File: src/hdl/dpg_pkg.sv
// shared types and constants of the dense projection block
package dpg_pkg;

  localparam int DATA_W  = 16;
  localparam int BIAS_W  = 32;
  localparam int ACC_W   = 48;
  localparam int ROW_W   = 12;
  localparam int ADDR_W  = 16;
  localparam int CCOL_W  = 11;
  localparam int CROW_W  = 13;
  localparam int CIDX_W  = 2;
  localparam int CDATA_W = 16;

  localparam logic OP_LOAD   = 1'b0;
  localparam logic OP_WEIGHT = 1'b1;

  localparam logic [CIDX_W-1:0] REG_COLUMN_COUNT = 2'd0;
  localparam logic [CIDX_W-1:0] REG_ROW_COUNT    = 2'd1;
  localparam logic [CIDX_W-1:0] REG_BIAS_ENABLE  = 2'd2;

  typedef struct packed {
    logic                     opcode;
    logic signed [DATA_W-1:0] element;
    logic signed [BIAS_W-1:0] bias_value;
  } dpg_item_t;

  typedef struct packed {
    logic signed [ACC_W-1:0] row_sum;
    logic [ROW_W-1:0]        row_index;
    logic                    last_row;
  } dpg_result_t;

  // classified command passed from front to back
  typedef struct packed {
    logic                     is_weight;
    logic                     first;
    logic                     last;
    logic                     last_row;
    logic signed [DATA_W-1:0] element;
    logic signed [ACC_W-1:0]  bias;
    logic [ADDR_W-1:0]        addr;
    logic [ROW_W-1:0]         row;
  } dpg_cmd_t;

endpackage

File: src/hdl/dpg_front.sv
// front end: accepts words, tracks positions and classifies them into commands
module dpg_front #(
  parameter int CW = 11,
  parameter int RW = 13
) (
  input  logic              clk,
  input  logic              rst,
  input  logic              start,
  input  dpg_pkg::dpg_item_t item,
  input  logic [CW-1:0]     cols,
  input  logic [RW-1:0]     rows,
  input  logic              bias_enable,
  input  logic              full,
  output logic              busy,
  output logic              push,
  output dpg_pkg::dpg_cmd_t push_cmd
);
  import dpg_pkg::*;

  logic [CW-1:0] load_pos;
  logic [CW-1:0] col_pos;
  logic [RW-1:0] row_pos;
  logic [CW-1:0] lp, lp_inc, cp, cp_inc;
  logic [RW-1:0] rp, rp_inc;
  logic          is_weight, col_last, row_last;

  assign busy      = full;
  assign push      = start & ~full;
  assign is_weight = (item.opcode == OP_WEIGHT);

  // positions left stale by a count change restart at zero
  assign lp     = (load_pos >= cols) ? '0 : load_pos;
  assign cp     = (col_pos >= cols) ? '0 : col_pos;
  assign rp     = (row_pos >= rows) ? '0 : row_pos;
  assign lp_inc = lp + CW'(1);
  assign cp_inc = cp + CW'(1);
  assign rp_inc = rp + RW'(1);
  assign col_last = (cp_inc >= cols);
  assign row_last = (rp_inc >= rows);

  always_comb begin
    push_cmd           = '0;
    push_cmd.is_weight = is_weight;
    push_cmd.element   = item.element;
    if (is_weight) begin
      push_cmd.first    = (cp == '0);
      push_cmd.last     = col_last;
      push_cmd.last_row = row_last;
      push_cmd.addr     = ADDR_W'(cp);
      push_cmd.row      = ROW_W'(rp);
      if ((cp == '0) && bias_enable) begin
        push_cmd.bias = ACC_W'(item.bias_value);
      end
    end else begin
      push_cmd.addr = ADDR_W'(lp);
    end
  end

  always_ff @(posedge clk) begin
    if (rst) begin
      load_pos <= '0;
      col_pos  <= '0;
      row_pos  <= '0;
    end else if (push) begin
      if (is_weight) begin
        col_pos <= col_last ? '0 : cp_inc;
        if (col_last) begin
          row_pos <= row_last ? '0 : rp_inc;
        end else begin
          row_pos <= rp;
        end
      end else begin
        load_pos <= (lp_inc >= cols) ? '0 : lp_inc;
      end
    end
  end

endmodule

File: config.mk
export PLATFORM = sky130hd
export DESIGN_NAME = dpg_front
export DESIGN_NICKNAME = d
export VERILOG_FILES = /design/src/hdl/dpg_pkg.sv /design/src/hdl/dpg_front.sv
export SDC_FILE = /design/constraint.sdc
export NUM_CORES = 1
export LEC_CHECK = 0
export BUFFER_PORTS_ARGS = -buffer_cell sky130_fd_sc_hd__buf_2
export CAP_MARGIN = 0
export CORE_UTILIZATION = 55
export DETAILED_ROUTE_END_ITERATION = 12
export GPL_ROUTABILITY_DRIVEN = 0
export MAX_ROUTING_LAYER = met4
export PLACE_DENSITY = 0.88
export SYNTH_ARGS = -nofsm -noshare
export SYNTH_HDL_FRONTEND = slang
export SYNTH_SLANG_ARGS = --single-unit
File: constraint.sdc
create_clock -name clk -period 13.1 [get_ports clk]
set_input_delay 1.965 -clock clk [delete_from_list [all_inputs] [get_ports clk]]
set_output_delay 1.965 -clock clk [all_outputs]
set_load 0.01 [all_outputs]
### After elaboration in Yosys (flattened, before gate mapping)

Index checks and enable logic that the tools add are counted.

* multiplexer cells: 12
* bitwise logic cells: 3
* reductions and logical operators: 4
* magnitude comparators: 6
* add/subtract/negate cells: 3

Operator list (count)
* $mux 48: 2
* $mux 11: 5
* $ge 11x11->1: 4
* $mux 13: 3
* $ge 13x13->1: 2
* $add 11x1->11 const B: 2
* $add 13x1->13 const B: 1
* $mux 12: 1
* $logic_not 11->1: 1
* $reduce_and 2->1: 2
* $mux 3: 1
* $not 1->1: 2
* $and 1x1->1: 1
* $logic_and 1x1->1: 1

* word-level logic and storage cells: 31
* flip-flop bits (word level): 35
* output and inout port bits: 98
* input port bits: 78

### Depth between registers and ports, before layout

Gate-level depths: netlist of the first run.

* word-level depth: 6
* depth in mapped cells: 23
* mapped depth without buffers: 21

### Least setup slack after synthesis of the first run

Ideal clock, no wire load.

* kind: input port to output port
* from: input cols[4]
* to: output push_cmd[93] in the netlist's numbering
* slack: 5.217 ns
* data arrival time: 5.918 ns
* cell stages on the path: 21
* cells stage by stage: inv_1 -> ha_1 -> a21o_1 -> a221o_1 -> a41o_1 -> a21oi_2 -> nand2_1 -> inv_1 -> ha_1 -> and3_1 -> clkbuf_1 -> nand3_1 -> nor2_1 -> xnor2_1 -> nor2_1 -> ha_1 -> and4_1 -> a211oi_1 -> nand2_2 -> clkbuf_1 -> and2_1

RTL lines
* start: declaration: line dpg_front.sv:10 `input logic [CW-1:0] cols,`
* end: declaration: line dpg_front.sv:16 `output dpg_pkg::dpg_cmd_t push_cmd`

==> impl_metrics.json, run 1 <==
{
  "hpwl_mm": 9.73,
  "r2r_start": "col_pos[4]",
  "hold_path_class": "reg -> reg",
  "core_mm2": 0.00822,
  "final_max_slew_viol_count": 0,
  "grt_pass1_vias": 4443,
  "fp.dieH_um": 94.3,
  "cts_hold_buffers": 0,
  "ys_dominant_reg_cell": "dfxtp_1",
  "reg2reg_depth": 19,
  "path_max_fanout": 18,
  "detail-route-antenna-nets": 0,
  "fin_total_pwr_uw": 271,
  "wl_mm": 12.6,
  "insertedDiodeCount": 0,
  "max_slew_margin_pct": 23.5,
  "fp.dieW_um": 94.3,
  "drive_above_1_share_pct": 22.4,
  "min_from": "col_pos[1]",
  "r2r_slack_ns": 7.61,
  "crit_top_cell": "ha_1",
  "r2r-end": "row_pos[2]",
  "hold_depth": 2,
  "start_kind": "input pin",
  "cp.required_ns": 11.14,
  "max_cap_violations": 0,
  "ys.warnings.count": 0,
  "grt_pass1_wl_mm": 20.3,
  "holdWs_ns": 0.509,
  "fin_crit_sh_pct": 65.8,
  "fin_nets": 866,
  "synth_area_mm2": 0.00469,
  "cts.clk_slew.worst_paths_ns": 0.07,
  "die_area_mm2": 0.00890,
  "yosysSeqAreaShare_pct": 14.9,
  "overflow": 0,
  "fillers": 690,
  "syn_inst": 635,
  "worstPathArrival_ns": 6.65,
  "via_count": 4815,
  "clk_latency_ns": 0.30,
  "rsz0062_at_grt": "no",
  "routed_via_density": 5.87,
  "cp_cell_sequence": "buf_2 > inv_1 > ha_1 > a21o_1 > a221o_1 > a41o_1 > a21oi_2 > nand2_1 > inv_1 > ha_1 > and3_1 > nand3_1 > nor2_1 > xnor2_1 > nor2_1 > ha_1 > and4_1 > a211oi_1 > nand2_2 > and2_1 > buf_2",
  "cts_num_sinks": 35,
  "max_freq_ghz": 0.116,
  "worst-path-buf-inv": 4,
  "worst_pin_slew_ns": 1.15,
  "io_pins": 176,
  "power_leakage_nw": 2.84,
  "cts_tree": "yes",
  "worst_setup_path_end_kind": "primary output",
  "grt_util_met3_pct": 4.29,
  "use_met1_pct": 36.6,
  "grt_busiest_layer": "met2",
  "period_minus_slack_ns": 8.62,
  "rows": 33,
  "hold_violations": 0,
  "cpPeakStageDelay_ns": 0.37,
  "grt_max_degree": 39,
  "vdd.ir_drop.worst_mv": 0.0334,
  "outcome": "complete, no violations",
  "grt_use_total_pct": 29.1,
  "cts_root_buf": "clkbuf_8",
  "setup_tns_ns": 0,
  "finClkSkew_ns": 0.00769,
  "synth_edf_count": 0,
  "cts_max_level": 2,
  "hold_end": "col_pos[1]",
  "cts_max_path_buffers": 2,
  "antenna_found_initial": 0,
  "placed_area_mm2": 0.00511,
  "met2_usage_pct": 47.3,
  "drt_pass1_iterations": 5,
  "worstSetupPathType": "in -> out",
  "wl_per_cell_um": 15.4,
  "final_area_mm2": 0.00523,
  "async_reset_ff_share_pct": 0,
  "synth.avg_cell_area_um2": 7.38,
  "cts_resized": 0,
  "post_cts_buffers": 0,
  "port_buffers": 138,
  "critical_path.slowest_cell": "a211oi_1",
  "area_growth_pct": 11.6,
  "drt_iter0_drc": 408,
  "drc_errors": 0,
  "initial_core_util_pct": 57.1,
  "cts-buffers-inserted": 5,
  "power_density_mw_per_mm2": 51.9,
  "synth-seq-cells": 35,
  "synth.distinct_cells": 61,
  "setup_viol": 0,
  "crit_family": "simple AND/OR/NAND/NOR gates"
}
-- worst register-to-register path, cell delays in order (launching register included) --
cell and delay (ns):
dfxtp_1 0.51, ha_1 0.33, a21o_1 0.17, a221o_1 0.33
a41o_1 0.30, a21oi_2 0.31, nand2_1 0.16, inv_1 0.10
ha_1 0.28, and3_1 0.28, nand3_1 0.21, nor2_1 0.24
xnor2_1 0.14, nor2_1 0.06, ha_1 0.29, and4_1 0.21
o221ai_1 0.15, a21oi_1 0.90, o2111ai_1 0.28, o221ai_1 0.16
-- flip-flops by register name, summed over array words and instances, names as in the netlist --
register	cells
col_pos	11
load_pos	11
row_pos	13
-- kinds of logic after synthesis --
kind of cell / synth area share, %
AND/OR/NAND/NOR: 25.4
other: 0.0800
XOR/XNOR: 2.80
multiplexers: 0.641
buffers and inverters: 13.2
adder cells (fa/ha/maj): 19.7
flip-flops: 14.9
AO/OA/AOI/OAI: 23.2
-- where the power goes --
part / internal, mW / switching [mW]
Clock: 0.0616 / 0.0428
Sequential: 0.107 / 0.000707
Combinational: 0.0255 / 0.0339
-- metal layers --
| metal | part of all wire, % | vias up |
|---|---|---|
| li1 | - | 2372 |
| met1 | 42 | 2144 |
| met2 | 47 | 248 |
| met3 | 8.2 | 51 |
| met4 | 2.8 | 0 |
| met5 | 0 | - |
-- final cells by class --
type                       count  area [µm²]  area share (%)
clock buffer                   6        82.6            1.58
clock inverter                 2        35.0           0.670
inverter                      49         184            3.52
multi-input combinational    482        3380            64.7
sequential                    35         701            13.4
tap                          105         131            2.51
timing repair buffer         141         713            13.6
-- Yosys cell counts, drive strengths merged (2+ instances only) --
cell | n | area (µm²)
nor3 | 9 | 45.0
a211oi | 9 | 67.6
nand4 | 13 | 81.3
nor2 | 48 | 180
a22o | 8 | 70.1
buf | 46 | 333
or3 | 4 | 25.0
o41ai | 8 | 92.6
nand3 | 18 | 90.1
o2111ai | 12 | 105
clkbuf | 27 | 101
o21bai | 2 | 15.0
ha | 74 | 926
nand2 | 55 | 209
and3 | 22 | 138
a211o | 2 | 17.5
o221ai | 3 | 26.3
o211ai | 3 | 27.5
and2 | 37 | 231
inv | 49 | 184
a31oi | 3 | 18.8
a2111o | 2 | 22.5
nor2b | 9 | 56.3
o21ai | 27 | 135
dfxtp | 35 | 701
nor4 | 3 | 33.8
o21a | 13 | 97.6
nand2b | 6 | 37.5
xor2 | 7 | 61.3
a21o | 11 | 90.1
a21oi | 31 | 159
xnor2 | 8 | 70.1
a221o | 2 | 20.0
o22ai | 8 | 50.1
mux2i | 3 | 30.0
or2 | 4 | 25.0
-- metrics by stage --
step                      setup slack [ns]  util (%)  std cells
after floorplan                       5.22         -        639
after global placement                4.91      62.2        812
after detailed placement              4.69      62.2        812
after CTS                             4.57      63.7        820
after global routing                  4.20      63.7        820
final                                 4.48      63.7        820
-- layout by cell type (no fill, tap or decap), types with 9 or more instances in the layout --
cell type	instances
o2111ai_1	12
ha_1	74
nor2b_1	9
o21ai_1	9
nand4_1	13
nand2_1	54
buf_2	138
and3_1	22
inv_1	49
and2_1	37
a21o_1	10
a21oi_1	30
a211oi_1	9
o21ai_0	18
nand3_1	18
nor3_1	9
dfxtp_1	35
nor2_1	48
o21a_1	13
-- worst max-delay path by stage --
stage | startpoint | to | cells past startpoint
floorplan | cols[4] | push_cmd[93] | 21
global placement | cols[6] | push_cmd[93] | 21
detailed placement | cols[4] | push_cmd[93] | 21
CTS | cols[4] | push_cmd[93] | 21
global route | cols[6] | push_cmd[93] | 21
finish | cols[4] | push_cmd[93] | 21
(Power assumes the default switching activity.)
==> run 2, diff against run 1 <==
--- a/config.mk
+++ b/config.mk
@@ -5,13 +5,14 @@
 export SDC_FILE = /design/constraint.sdc
 export NUM_CORES = 1
 export LEC_CHECK = 0
+export ABC_AREA = 1
 export BUFFER_PORTS_ARGS = -buffer_cell sky130_fd_sc_hd__buf_2
 export CAP_MARGIN = 0
-export CORE_UTILIZATION = 55
+export CORE_UTILIZATION = 52
 export DETAILED_ROUTE_END_ITERATION = 12
 export GPL_ROUTABILITY_DRIVEN = 0
 export MAX_ROUTING_LAYER = met4
-export PLACE_DENSITY = 0.88
+export PLACE_DENSITY = 0.82
 export SYNTH_ARGS = -nofsm -noshare
 export SYNTH_HDL_FRONTEND = slang
 export SYNTH_SLANG_ARGS = --single-unit
==> constraint.sdc (replaced) <==
create_clock -name clk -period 8.4 [get_ports clk]
set_input_delay 1.26 -clock clk [delete_from_list [all_inputs] [get_ports clk]]
set_output_delay 1.26 -clock clk [all_outputs]
set_load 0.01 [all_outputs]
==> run 2 against run 1 <==
  * Sequential share of layout area down 1.1 points
  * Synthesized area increased by 9.2%
  * Largest cell class unchanged
  * Register-to-register slack got worse by 4.1 ns
  * Clock power up 81%
  * Clock skew increased by 0.0098 ns
  * Wire length is 10% higher
  * Non-clock buffer count down 2
  * Critical path depth grew 1
  * Largest power group is now clock
  * First-iteration DRC count down 21%
  * Setup slack got worse by 2.5 ns
  * Total power is 73% higher
  * Utilization decreased by 2.6 points
==> impl_metrics.json, run 2 <==
{
  "hpwl_mm": 11.2,
  "max_slew_margin_pct": 52.3,
  "rsz0062_at_grt": "no",
  "fin_crit_sh_pct": 76.7,
  "fp.dieH_um": 101,
  "holdWs_ns": 0.498,
  "yosysMostFrequentCell": "nand2_1",
  "synth_compound_area_share_pct": 10.7,
  "grt_max_degree": 34,
  "ys_dominant_reg_cell": "dfxtp_1",
  "port_buffers": 138,
  "synth_adder_area_share_pct": 18.1,
  "worst_setup_path_end_kind": "primary output",
  "area_growth_pct": 11.7,
  "rows": 35,
  "routed_via_density": 5.17,
  "regMostFlops": "row_pos",
  "path_max_fanout": 19,
  "clk_latency_ns": 0.30,
  "reg.largest.list": "row_pos (13), col_pos (11), load_pos (11)",
  "setup_tns_ns": 0,
  "synth_common_cells": "nand2_1, inv_1, nor2_1",
  "antenna_found_initial": 0,
  "final_max_slew_viol_count": 0,
  "fp.dieW_um": 101,
  "cts_root_buf": "clkbuf_8",
  "synth.area.top_cells": "ha_1, nand2_1, dfxtp_1, inv_1, nor2_1",
  "worst_pin_slew_ns": 0.711,
  "largest_register_ff_count": 13,
  "fin_nets": 1085,
  "wl_mm": 13.9,
  "syn_inst": 843,
  "yosysTopAreaCell": "ha_1",
  "drt_iter0_drc": 322,
  "die_area_mm2": 0.0102,
  "cts_tree": "yes",
  "synth.avg_cell_area_um2": 6.07,
  "synth.area.mux_share_pct": 0,
  "cts_resized": 0,
  "wl_per_cell_um": 13.0,
  "initial_core_util_pct": 54.6,
  "insertedDiodeCount": 0,
  "ys.warnings.count": 0,
  "drive_above_1_share_pct": 20.4,
  "start_kind": "input pin",
  "cts_num_sinks": 35,
  "synth_top_cell_area_share_pct": 18.1,
  "synth.distinct_cells": 41,
  "vdd.ir_drop.worst_mv": 0.0643,
  "cts_max_level": 2,
  "worstSetupPathType": "in -> out",
  "cts_hold_buffers": 0,
  "outcome": "complete, no violations",
  "yosysSeqAreaShare_pct": 13.7,
  "hold_path_class": "reg -> reg",
  "drc_errors": 0,
  "finClkSkew_ns": 0.0175,
  "power_leakage_nw": 3.24,
  "cts_max_path_buffers": 2,
  "synthSimpleGateAreaFrac_pct": 39.7,
  "mostFrequentLayoutCell": "nand2_1",
  "cts-buffers-inserted": 5,
  "synth_xor_area_share_pct": 1.51,
  "power_density_mw_per_mm2": 82.2,
  "synth_edf_count": 0,
  "worstPathArrival_ns": 5.18,
  "post_cts_buffers": 0,
  "cp.required_ns": 7.14,
  "synth-seq-cells": 35,
  "grt_use_total_pct": 27.4,
  "synth_top_family_by_area": "simple AND/OR/NAND/NOR gates",
  "cts.clk_slew.worst_paths_ns": 0.07,
  "overflow": 0,
  "synth_area_mm2": 0.00512,
  "period_minus_slack_ns": 6.44,
  "io_pins": 176,
  "drt_pass1_iterations": 5,
  "hold_violations": 0,
  "grt_pass1_wl_mm": 21.9,
  "async_reset_ff_share_pct": 0,
  "via_count": 5497,
  "core_mm2": 0.00937,
  "setup_viol": 0,
  "layout_common_cells": "nand2_1, buf_2, inv_1",
  "max_freq_ghz": 0.155,
  "detail-route-antenna-nets": 0,
  "max_cap_violations": 0,
  "grt_pass1_vias": 4685
}
==> run 2: cell type report <==
type	instances	area (µm²)
clock buffer	5	68.8
clock inverter	3	67.6
inverter	112	420
timing repair buffer	139	698
fill	944	3650
tap	129	161
sequential	35	701
multi-input combinational	640	3600
==> run 2: metrics by stage <==
step / utilization (%) / cell area, µm² / cells / setup slack [ns] / power, mW
after floorplan: - / 5140 / 847 / 2.90 / 0.258
after global placement: 59.6 / 5590 / 1055 / 2.05 / 0.284
after detailed placement: 59.6 / 5590 / 1055 / 2.04 / 0.285
after CTS: 61.1 / 5720 / 1063 / 2.01 / 0.471
after global routing: 61.1 / 5720 / 1063 / 1.52 / 0.494
final: 61.1 / 5720 / 1063 / 1.96 / 0.470
==> run 2: worst paths after layout <==
check               from           end  slack (ns)  cells after the start
max             cols[10]  push_cmd[93]        1.96                     22
min          load_pos[0]   load_pos[0]        0.50                      2
max reg2reg   col_pos[2]    row_pos[7]        3.53                     23
min reg2reg  load_pos[0]   load_pos[0]        0.50                      2
==> run 2: per-layer routing <==
layer / GRT usage (%) / vias to the layer above / share of wire, %
met5: - / - / 0
met1: 34.6 / 2402 / 43
met4: 7.36 / 0 / 2.0
li1: - / 2857 / -
met3: 2.76 / 33 / 7.1
met2: 46.5 / 205 / 48
==> run 2: report_power, final <==
group	total (mW)	internal (mW)	switching (mW)	leakage [nW]
Clock	0.188	0.119	0.0699	0.0644
Sequential	0.170	0.168	0.00255	0.283
Combinational	0.112	0.0415	0.0703	2.89
Total	0.470	0.328	0.143	3.24
==> run 2: cell families (layout without fill, tap and decap cells) <==
logic type | after synthesis | after routing
and+or+nand+nor | 450 | 450
adders and majority gates | 74 | 74
xor gates and xnor gates | 8 | 8
other | 1 | 5
AOI/OAI and AO/OA | 103 | 103
buffers and inverters | 172 | 259
DFF | 35 | 35
==> run 2: critical path: stages <==
cell     delay, ns
buf_2         0.10
inv_1         0.16
ha_1          0.28
a21o_1        0.18
nor2_1        0.10
nand2_1       0.09
nor2_4        0.45
inv_2         0.09
nor2_1        0.33
ha_1          0.35
nand4_4       0.16
inv_1         0.13
nand4_1       0.11
nand2_1       0.09
inv_1         0.05
ha_1          0.30
a21oi_1       0.17
o21a_1        0.14
nand3_1       0.09
nor2_2        0.30
nor2_1        0.08
buf_2         0.16
