$ cat config.mk
export PLATFORM = sky130hd
export DESIGN_NAME = dpg_queue
export DESIGN_NICKNAME = d
export VERILOG_FILES = /design/src/hdl/dpg_pkg.sv /design/src/hdl/dpg_queue.sv
export SDC_FILE = /design/constraint.sdc
export NUM_CORES = 1
export LEC_CHECK = 0
export ABC_AREA = 1
export ABC_CLOCK_PERIOD_IN_PS = 9500
export BUFFER_PORTS_ARGS = -buffer_cell sky130_fd_sc_hd__buf_2
export CORE_UTILIZATION = 30
export CTS_CLUSTER_SIZE = 8
export DETAILED_ROUTE_END_ITERATION = 10
export SETUP_SLACK_MARGIN = 0.2
export SYNTH_ARGS = -nofsm -noshare
export SYNTH_HDL_FRONTEND = slang
export SYNTH_SLANG_ARGS = --single-unit
$ cat constraint.sdc
create_clock -name clk -period 9.5 [get_ports clk]
set_input_delay 1.425 -clock clk [delete_from_list [all_inputs] [get_ports clk]]
set_output_delay 1.425 -clock clk [all_outputs]
set_load 0.05 [all_outputs]
$ cat src/hdl/dpg_pkg.sv
// shared types and constants of the dense projection block
package dpg_pkg;

  localparam int DATA_W  = 16;
  localparam int BIAS_W  = 32;
  localparam int ACC_W   = 48;
  localparam int ROW_W   = 12;
  localparam int ADDR_W  = 16;
  localparam int CCOL_W  = 11;
  localparam int CROW_W  = 13;
  localparam int CIDX_W  = 2;
  localparam int CDATA_W = 16;

  localparam logic OP_LOAD   = 1'b0;
  localparam logic OP_WEIGHT = 1'b1;

  localparam logic [CIDX_W-1:0] REG_COLUMN_COUNT = 2'd0;
  localparam logic [CIDX_W-1:0] REG_ROW_COUNT    = 2'd1;
  localparam logic [CIDX_W-1:0] REG_BIAS_ENABLE  = 2'd2;

  typedef struct packed {
    logic                     opcode;
    logic signed [DATA_W-1:0] element;
    logic signed [BIAS_W-1:0] bias_value;
  } dpg_item_t;

  typedef struct packed {
    logic signed [ACC_W-1:0] row_sum;
    logic [ROW_W-1:0]        row_index;
    logic                    last_row;
  } dpg_result_t;

  // classified command passed from front to back
  typedef struct packed {
    logic                     is_weight;
    logic                     first;
    logic                     last;
    logic                     last_row;
    logic signed [DATA_W-1:0] element;
    logic signed [ACC_W-1:0]  bias;
    logic [ADDR_W-1:0]        addr;
    logic [ROW_W-1:0]         row;
  } dpg_cmd_t;

endpackage

$ cat src/hdl/dpg_queue.sv
// short command queue between front and back
module dpg_queue #(
  parameter int DEPTH = 4
) (
  input  logic              clk,
  input  logic              rst,
  input  logic              push,
  input  dpg_pkg::dpg_cmd_t push_cmd,
  output logic              full,
  output logic              pop_valid,
  output dpg_pkg::dpg_cmd_t pop_cmd
);
  import dpg_pkg::*;

  localparam int PW = (DEPTH > 1) ? $clog2(DEPTH) : 1;
  localparam int NW = $clog2(DEPTH + 1);

  dpg_cmd_t        entries [DEPTH];
  logic [PW-1:0]   wr_ptr;
  logic [PW-1:0]   rd_ptr;
  logic [NW-1:0]   count;
  logic            do_push;

  assign full      = (count == NW'(DEPTH));
  assign pop_valid = (count != '0);
  assign pop_cmd   = entries[rd_ptr];
  assign do_push   = push & ~full;

  always_ff @(posedge clk) begin
    if (do_push) begin
      entries[wr_ptr] <= push_cmd;
    end
  end

  // the back end drains one word every cycle while the queue holds any
  always_ff @(posedge clk) begin
    if (rst) begin
      wr_ptr <= '0;
      rd_ptr <= '0;
      count  <= '0;
    end else begin
      if (do_push) begin
        wr_ptr <= (wr_ptr == PW'(DEPTH - 1)) ? '0 : wr_ptr + PW'(1);
      end
      if (pop_valid) begin
        rd_ptr <= (rd_ptr == PW'(DEPTH - 1)) ? '0 : rd_ptr + PW'(1);
      end
      if (do_push && !pop_valid) begin
        count <= count + NW'(1);
      end else if (!do_push && pop_valid) begin
        count <= count - NW'(1);
      end
    end
  end

endmodule

## After elaboration in Yosys (flattened, before gate mapping)

Memories as Yosys holds them, arrays and structs flattened. A register that Yosys moved wholly into a read port is not among the register bits.
Cells that the tools add are included.

| storage, ports and cells | value |
|---|---|
| bits in writable memories | 384 |
| input bits | 99 |
| register bits | 7 |
| memories kept | 1 |
| output and inout port bits | 98 |

| cells by class | value |
|---|---|
| bitwise operators | 2 |
| multiplexer cells | 8 |
| add/subtract/negate cells | 4 |
| reductions and logical operators | 6 |
| equal/unequal tests | 3 |

Memory list:

| name | words | width | read ports | clocked after Yosys merged registers in | wr ports | RTL line | text |
|---|---|---|---|---|---|---|---|
| entries | 4 | 96 | 1 | 1 | 1 | dpg_queue.sv:18 | `dpg_cmd_t entries [DEPTH];` |

Operator list:

| operator | count |
|---|---|
| two-way mux 2 bit | 4 |
| two-way mux 3 bit | 2 |
| adder 2 x 1 -> 2 bit, second input constant | 2 |
| equality test 2 bit, second input constant | 2 |
| adder 3 x 1 -> 3 bit, second input constant | 1 |
| equality test 3 bit, second input constant | 1 |
| nonzero test 3 bit | 1 |
| subtractor 3 x 1 -> 3 bit, second input constant | 1 |
| logical AND 1 bit | 2 |
| logical NOT 1 bit | 2 |
| two-way mux 1 bit | 2 |
| nonzero test 2 bit | 1 |
| bitwise AND 1 bit | 1 |
| inverter 1 bit | 1 |

## Depth between registers and ports, before layout

Gate-level depths: netlist of the first run.

| depth | value |
|---|---|
| depth after elaboration | 7 |
| depth in mapped cells | 11 |
| gate-level depth less buffers | 11 |

## Worst setup path after synthesis of the first run

OpenSTA, ideal clock, no wires.

| timing path | value |
|---|---|
| path kind | input port to flip-flop |
| start | in push |
| end | mem entries[0][0] (netlist bit) (enable) |
| arrival time | 5.713 ns |
| buffers on the path | 0 |
| library setup time | 0.551 ns |
| path slack | 3.236 ns |
| cell stages on the path | 4 |
| cell sequence | inv_1 nor2_4 inv_1 nor2_1 |

| on the way | value |
|---|---|
| cells in the longest elaborated chain, start to end | 3 |

Ends and longest elaborated chain:

| what | RTL line | text |
|---|---|---|
| start: declaration | dpg_queue.sv:7 | `input logic push,` |
| bitwise AND 1 bit | dpg_queue.sv:27 | `assign do_push = push & ~full;` |
| via do_push | dpg_queue.sv:22 | `logic do_push;` |
| two-way mux 1 bit | dpg_queue.sv:30 | `if (do_push) begin` |
| two-way mux 1 bit (not written as such) | dpg_queue.sv:31 | `entries[wr_ptr] <= push_cmd;` |
| end: declaration | dpg_queue.sv:18 |  |

The timed path passes the listed nets, and every way through them passes these cells.

==> run metrics, run 1 <==
status complete, no violations; top_reg_cell synth edfxtp_1; yosys warns 0; dominant cell by count in the synthesized netlist edfxtp_1; final net count 1,310; gpl congestion 0.7057; largest net degree at the start of global routing 98; synth top area cells edfxtp_1, nor2_1, o22ai_1, o21ai_0, o21ai_1; Min-Delay Path Class flop to flop; IO Count ~200; syn avg cell area 14.75 um^2; WL final 33.04 mm; vias in the first global route 8,762; CTS resizes 0; Reg2Reg Setup Slack 6540 ps; Die Ht 223.9 um; full die area 50,110 um^2; FP Rows 80; Yosys top cell by area edfxtp_1; Die Wd 223.9 um; First-pass DRT Iterations 5; Register Area between 10,000 and 15,000 um^2; FFs w/ async S/R, synth 0%; Num CTS Buffers 55; Multi-input gate area 2559 um^2; maximum vdd drop 0.0002302 V; Slowest cell on crit path buf_4; antenna violations before repair 4; RSZ-0062 raised after global routing false; fin crit share 49.43%; Syn Inst Count 1,001; total negative slack 0 ps; Place WS 5406 ps; worst reg2reg path startpoint count[0]; post-synth net total roughly 1,100; fill cell count 4,581; area grow syn2layout 20.18%; CTS root buf clkbuf_16; Pwr Density between 300 and 400 nW/um^2; top cell type's share of synthesized area 78.09%; CP bufs+invs 3; clock skew after layout 16.34 ps; wire per inst 17.57 um; synthesized area roughly 15,000 um^2; synth cell count leaders edfxtp_1, nor2_1, o21ai_0; EDFF count, synth 384; minimum hold slack slightly above 500 ps; Clock Latency Late Sink around 580 ps; critical path type flop to output port; Startpoint Class flop; Initial Util 30.67%; CP Capture Type output port; critical path depth 5; CTS tree built; DP Wirelength about 18 mm; Max-Cap Viols 0; synthesized flop and latch total approximately 390; Longest Clk Path Bufs 3; fin crit period 4696 ps; post-synthesis cell type count 20; Final setup viols 0; count of final max-slew check failures 0; Max stage delay on crit path around 900 ps; Max FO, Critical Path 97; Via density 4.668; cts hold-fix bufs 0; PnR worst setup slack 4804 ps; core area roughly 48,000 um^2; # DRC 0; CP top delay family buffers and inverters; GRT overflow 0; headroom to the max-slew limit 27.19%; H-tree depth 2; Overall Power 6.185 mW; gr usage total 13.11%; Max Clk Rate between 200 and 250 MHz; via count of the routed design 8,776; CP Cell Sequence inv_6, buf_4, nor2_1, o22ai_1, buf_2; layout cell share with drive strength beyond 1 22.72%; CP Data Required Time 8080 ps; r2r worst-path depth 8; TritonCTS Sinks 393; first-pass GRT wire length 49.99 mm; actual slew at the worst max-slew pin 1092 ps; register area share after synthesis 79.31%; PortBufs ~200; clock-pin transition on the worst setup and hold timing paths ~50 ps; hold depth 2; Routed Antenna Nets 0; Post-CTS Setup Bufs 0; Hold Fails Final Rpt 0; worst endpoint data arrival time 3270 ps; Leak around 6.1 nW; Hold Crit Start count[0]; DRT iter0 DRCs ~480
-- cells by family (layout without fill, tap and decap cells) --
logic type | Yosys count | after routing | synth area share (%)
buf+inv | 81 | 299 | 3.567
compound gates | 292 | 292 | 10.71
flops | 393 | 393 | 79.31
fa+ha+maj | 6 | 6 | 0.5084
simple gates | 229 | 229 | 5.906
other cells | 0 | 5 | 0
-- cell usage in the layout, fill, tap and decap left out --
| cell type | synthesis | layout |
|---|---|---|
| o22ai_1 | 96 | 96 |
| inv_2 | 2 | 1 |
| inv_1 | 16 | 16 |
| nor2_4 | 1 | 5 |
| nor2_1 | 209 | 205 |
| o21ai_1 | 91 | 91 |
| buf_2 | 11 | 196 |
| o21ai_0 | 103 | 103 |
| clkinv_1 | 0 | 1 |
| buf_4 | 9 | 13 |
| nand3_1 | 2 | 2 |
| nand2_1 | 16 | 16 |
| inv_6 | 0 | 1 |
| edfxtp_1 | 384 | 384 |
| clkbuf_16 | 0 | 57 |
| diode_2 | 0 | 5 |
| ha_1 | 6 | 6 |
| clkinv_2 | 0 | 2 |
| dfxtp_4 | 0 | 2 |
| dfxtp_1 | 9 | 7 |
| nand4_1 | 1 | 1 |
| a21oi_1 | 2 | 2 |
| clkbuf_1 | 14 | 12 |
-- metal layers --
| metal | global-route usage [%] | wire [um] |
|---|---|---|
| met1 | 17.21 | 14890 |
| met2 | 20.46 | 15230 |
| met3 | 3.555 | 2025 |
| met4 | 5.479 | 875 |
| met5 | 0 | 13 |
-- power breakdown --
group | internal (mW) | leakage, nW | switching, mW
clock | 1.06 | 0.722 | 0.656
sequential | 2.10 | 3.59 | 0.0785
combinational | 0.471 | 1.80 | 1.82
total | 3.63 | 6.12 | 2.56
-- worst min-delay path: stages, from the launching register on --
cell	delay, ps
dfxtp_1	330
inv_2	80
a21oi_1	60
-- worst paths after layout --
check	to
worst max-delay path	pop_cmd[22]
worst min-delay path	count[0]
worst max register to register	entries[2][17]
worst min register to register	count[0]
-- stage by stage --
stage          instance area [um^2]  instances  util (%)
6_report                      17750       1880     36.86
5_1_grt                       17730       1875     36.83
4_1_cts                       17730       1875     36.83
3_5_place_dp                  16250       1804     33.76
3_3_place_gp                  16250       1804     33.76
2_1_floorplan                 14770       1001         -
-- area by class of cell --
type,count,area share [%]
Sequential cell,393,66.03
Multi-Input combinational cell,527,14.42
Timing Repair Buffer,209,6.077
Tap cell,656,4.625
Antenna cell,5,0.07050
Clock inverter,2,0.04935
Clock buffer,69,8.291
Inverter,19,0.4371
-- sequential cells by signal (all words and copies together) (netlist names), named ones only --
name	flops
count	3
wr_ptr	2
entries	384
rd_ptr	2
No activity file was read; power rests on OpenSTA's default activity.
==> run 2: changes to the inputs <==
ABC_CLOCK_PERIOD_IN_PS = 4400   (was 9500)
clock period = 4.4 ns   (was 9.5 ns; I/O delays follow)
==> run 2 against run 1 <==
Effect of this change: clock skew down 4.4 ps; wire length up 2.0%; hold slack worse by 260 ps; non-clock buffer count up 5; critical path depth down 1; worst setup slack worse by 3700 ps; die area unchanged; count of clock-buffer cells in the layout unchanged; combinational power up 120%; final cell count about the same; first-iteration DRC count down 1.2%; clock power up 120%; highest routed layer unchanged.
==> run metrics, run 2 (same netlist as run 1, synthesis figures left out) <==
TritonCTS Sinks 393 (unchanged); Max FO, Critical Path 91 (-6.2%); clock skew after layout 11.91 ps (-4.430 ps); WL final 33.68 mm (+2.0%); headroom to the max-slew limit 45.86% (+19 points); gpl congestion 0.7023 (-0.48%); fill cell count 4,571 (-0.22%); hold depth 2 (unchanged); antenna violations before repair 5 (+1); max reg flops 384 (unchanged); RSZ-0062 raised after global routing false; area grow syn2layout 20.79%; final net count 1,315 (+0.38%); Largest Register entries; dpl cell area 16,350 um^2 (+0.62%); r2r worst-path depth 7 (-1); actual slew at the worst max-slew pin 812.1 ps (-280.1 ps); First-pass DRT Iterations 5 (unchanged); Num CTS Buffers 55 (unchanged); highest-count cells in the layout ignoring fill and taps edfxtp_1, nor2_1, buf_2, o21ai_0, o22ai_1; status complete, no violations; Final setup viols 0 (unchanged); critical path type flop to output port; PnR worst setup slack 1152 ps (-3652 ps); CTS tree built; IO Count 197 (unchanged); Max-Cap Viols 0 (unchanged); Global Route met1 Usage 17.06% (-0.15 points); # DRC 0 (unchanged); Via density 4.702 (+0.73%); vias in the first global route 8,919 (+1.8%); Clock Latency Late Sink 570 ps (about the same); post-route insts no fill 1,881 (+0.053%); Overall Power 13.48 mW (+120%); Min-Delay Path Class input pin to flop; fin crit share 73.82%; CP Capture Type output port; count of final max-slew check failures 0 (unchanged); CP Cell Sequence buf_12, o21ai_0, o22ai_1, buf_2; Die Ht 223.9 um (unchanged); Post-CTS Setup Bufs 0 (unchanged); PortBufs 196 (unchanged); Initial Util 30.67% (unchanged); biggest regs entries: 384 flops, count: 3 flops; largest net degree at the start of global routing 99 (+1.0%); worst endpoint data arrival time 2590 ps (-680 ps); maximum vdd drop 0.0005344 V (+130%); Max Clk Rate between 300 and 400 MHz; cts hold-fix bufs 0 (unchanged); FP Rows 80 (unchanged); Place WS 1726 ps (-3680 ps); Hold Crit Start rst; Longest Clk Path Bufs 3 (unchanged); DRT iter0 DRCs 476 (-1.2%); layout cell share with drive strength beyond 1 23.04% (+0.32 points); CP top delay family flip-flops; Max stage delay on crit path 810 ps (-70 ps); fin area 17,840 um^2 (+0.51%); met3 GRT Util 3.607% (+0.052 points); CP bufs+invs 2 (-1); Hold Fails Final Rpt 0 (unchanged); Routed Antenna Nets 0 (unchanged); CTS root buf clkbuf_16; Reg2Reg Setup Slack 2200 ps (-4340 ps); critical path depth 4 (-1); DP Wirelength 18.15 mm (+0.14%); worst reg2reg path startpoint count[0]; H-tree depth 2 (unchanged); Placed Cells incl. Taps 1,809 (+0.28%); Slowest cell on crit path dfxtp_4; Startpoint Class flop; first-pass GRT wire length 50.98 mm (+2.0%); grt met2 use 21.50% (+1.0 points); CP Data Required Time 3740 ps (-4340 ps); most common cell after layout, fill and taps aside edfxtp_1; CTS resizes 0 (unchanged); wire per inst 17.91 um (+1.9%); full die area 50,110 um^2 (unchanged); clock-pin transition on the worst setup and hold timing paths 50 ps (about the same); GRT busiest layer met2; fin crit period 3248 ps; Die Wd 223.9 um (unchanged); core area 48,150 um^2 (unchanged); Leak 6.164 nW (+0.75%); via count of the routed design 8,845 (+0.79%); Pwr Density 756.0 nW/um^2 (+120%); GRT overflow 0 (unchanged); gr usage total 13.32% (+0.21 points)
-- run 2: cell types whose count changed in the layout (fill, tap and decap cells not counted) --
cell,before,now
diode_2,5,1
buf_12,0,5
-- run 2: routing by layer --
metal | routed length, um | vias up
met3 | 2205 | 60
li1 | - | 4171
met5 | 24 | -
met2 | 15910 | 235
met4 | 733 | 4
met1 | 14810 | 4375
-- run 2: worst paths after layout --
kind                                       end
worst min register to register            flop
worst min-delay path                      flop
worst max register to register  entries[2][49]
worst max-delay path                pop_cmd[1]
-- run 2: final cells by class --
type	count	area (um^2)	area share, %
tap	656	820.8	4.602
clock inverter	2	8.758	0.04910
multi-input combinational	527	2559	14.34
clock buffer	69	1471	8.249
inverter	19	77.57	0.4349
timing repair buffer	214	1179	6.608
sequential	393	11720	65.70
antenna	1	2.502	0.01403
-- run 2: report_power, final --
| group | leakage (nW) | switching, mW | internal (mW) |
|---|---|---|---|
| Sequential | 3.59 | 0.230 | 4.54 |
| Clock | 0.722 | 1.45 | 2.28 |
| Combinational | 1.85 | 3.91 | 1.08 |
-- run 2: through the flow --
step | util [%] | hold WS [ps] | TNS [ps]
2_1_floorplan | - | 468.0 | -444720
3_3_place_gp | 33.97 | 484.5 | 0
3_5_place_dp | 33.97 | 491.6 | 0
4_1_cts | 37.04 | 212.7 | 0
5_1_grt | 37.04 | 248.7 | 0
6_report | 37.05 | 257.0 | 0
==> run 3: changes to the inputs <==
ABC_CLOCK_PERIOD_IN_PS = 2850   (was 4400)
clock period = 2.85 ns   (was 4.4 ns; I/O delays follow)
==> run 3 against run 2 <==
Effect of this change: sequential power increased by 50%; global-route usage down 0.15 points; critical path depth unchanged; wire length is 2.1% higher; flip-flop and latch count did not move; sequential share of layout area down 1.1 points; final area up 1.7%; die area did not move; register-to-register slack worse by 1300 ps; worst setup slack worse by 830 ps; first-iteration DRC count grew 11%; core utilization rose by 0.64 points.
==> run metrics, run 3 (same netlist as run 1, synthesis figures left out) <==
First-pass DRT Iterations 5 (unchanged); Die Wd 223.9 um (unchanged); gr usage total 13.17% (-0.15 points); layout cell share with drive strength beyond 1 23.76% (+0.72 points); Post-CTS Setup Bufs 0 (unchanged); full die area 50,110 um^2 (unchanged); met3 GRT Util 3.869% (+0.26 points); via count of the routed design 8,832 (-0.15%); Hold Fails Final Rpt 0 (unchanged); FP Rows 80 (unchanged); vias in the first global route 8,587 (-3.7%); fin crit share about nine tenths; DRT iter0 DRCs 529 (+11%); CTS tree built; WL final 34.40 mm (+2.1%); Max Clk Rate just under 400 MHz; Clock Latency Late Sink 590 ps (+20 ps); r2r worst-path depth 7 (unchanged); largest net degree at the start of global routing 97 (-2.0%); Num CTS Buffers 56 (+1.8%); final core occ 37.69% (+0.64 points); antenna violations before repair 4 (-1); PortBufs 196 (unchanged); clock-pin transition on the worst setup and hold timing paths 60 ps (about the same); TritonCTS Sinks 393 (unchanged); Via density 4.668 (-0.73%); wire per inst 18.18 um (+1.5%); # DRC 0 (unchanged); CP Capture Type output port; Max-Cap Viols 0 (unchanged); IO Count 197 (unchanged); Pwr Density 1171 nW/um^2 (+55%); Hold Crit Start push_cmd[15]; H-tree depth 2 (unchanged); grt met2 use 20.57% (-0.93 points); core area 48,150 um^2 (unchanged); Leak 6.274 nW (+1.8%); max reg flops 384 (unchanged); first-pass GRT wire length 50.29 mm (-1.3%); biggest regs entries: 384 flops, count: 3 flops; final net count 1,320 (+0.38%); Startpoint Class flop; worst endpoint data arrival time 2100 ps (-490 ps); Max FO, Critical Path 46 (-49%); critical path type flop to output port; most common cell after layout, fill and taps aside edfxtp_1; hold depth 1 (-1); worst reg2reg path startpoint count[1]; fin crit period 2529 ps; Place WS 780.9 ps (-945.3 ps); status complete, no violations; Min-Delay Path Class input pin to flop; maximum vdd drop 0.0005814 V (+8.8%); Register Area 11,720 um^2 (about the same); gpl congestion 0.6928 (-1.4%); area grow syn2layout 22.89%; Routed Antenna Nets 0 (unchanged); Global Route met1 Usage 17.31% (+0.25 points); clock skew after layout 28.92 ps (+17.01 ps); PnR worst setup slack 320.5 ps (-831.4 ps); highest-count cells in the layout ignoring fill and taps edfxtp_1, nor2_1, buf_2, o21ai_0, o22ai_1; Longest Clk Path Bufs 3 (unchanged); FF-to-FF End entries[3][43]; Largest Register entries; Die Ht 223.9 um (unchanged); Final setup viols 0 (unchanged); DP Wirelength 17.44 mm (-4.0%); RSZ-0062 raised after global routing true; Overall Power 21.25 mW (+58%); actual slew at the worst max-slew pin 494.7 ps (-317.4 ps); GRT overflow 0 (unchanged); Hold Path Sink entries[2][15]; GRT busiest layer met2; CP Data Required Time 2420 ps (-1320 ps); Initial Util 30.67% (unchanged); Reg2Reg Setup Slack 880 ps (-1320 ps); total negative slack 0 ps (unchanged); count of final max-slew check failures 0 (unchanged); CTS root buf clkbuf_16; headroom to the max-slew limit 67.02% (+21 points); fill cell count 4,538 (-0.72%); Multi-input gate area 2569 um^2 (+0.39%); minimum hold slack 51.63 ps (-205.4 ps)
[run 3: cell types whose count changed in the layout (fill, tap and decap cells not counted), moves of 3 or more]
cell,change
buf_16,+3
buf_12,+6
clkbuf_16,+3
buf_4,-10
[run 3: where the power goes]
part,leakage (nW),total (mW),switching (mW),internal [mW]
logic,1.94,8.23,6.36,1.87
clock network,0.743,5.85,2.25,3.59
registers,3.59,7.17,0.173,7.00
[run 3: how the worst max path moves through the flow]
stage | to | cells after the start
2_1_floorplan | entries[0][0] | 6
4_1_cts | pop_cmd[78] | 4
5_1_grt | pop_cmd[49] | 4
3_3_place_gp | pop_cmd[78] | 4
3_5_place_dp | pop_cmd[78] | 4
6_report | pop_cmd[78] | 4
[run 3: repair_timing]
item / 4_1_cts / 5_1_grt
resized for setup: 2 / 8
cloned: 0 / 3
endpoints found under the hold margin: 2 / 0
endpoints found under the setup margin: 19 / 79
hold buffers: 1 / 0
[run 3: critical path, cell delays in order (launching register included)]
cell	delay (ps)
dfxtp_4	450
buf_6	340
o21ai_0	150
o22ai_1	240
buf_2	310
[run 3: cell type report]
| type | count | area share (%) |
|---|---|---|
| sequential | 393 | 64.58 |
| multi-input combinational | 527 | 14.15 |
| clock buffer | 71 | 8.260 |
| timing repair buffer | 218 | 7.777 |
| tap | 656 | 4.523 |
| inverter | 19 | 0.4826 |
| clock inverter | 5 | 0.1793 |
| antenna | 3 | 0.04137 |
[run 3: layer usage]
metal  wire length [um]  up-vias
li1                   -     4202
met1              15540     4332
met2              15710      218
met3               2230       74
met4                884        6
met5                 37        -
[run 3: through the flow]
stage	cells	instance area, um^2
after floorplan	1001	14810
after global placement	1809	16480
after detailed placement	1809	16480
after CTS	1886	18030
after global routing	1889	18140
final	1892	18150
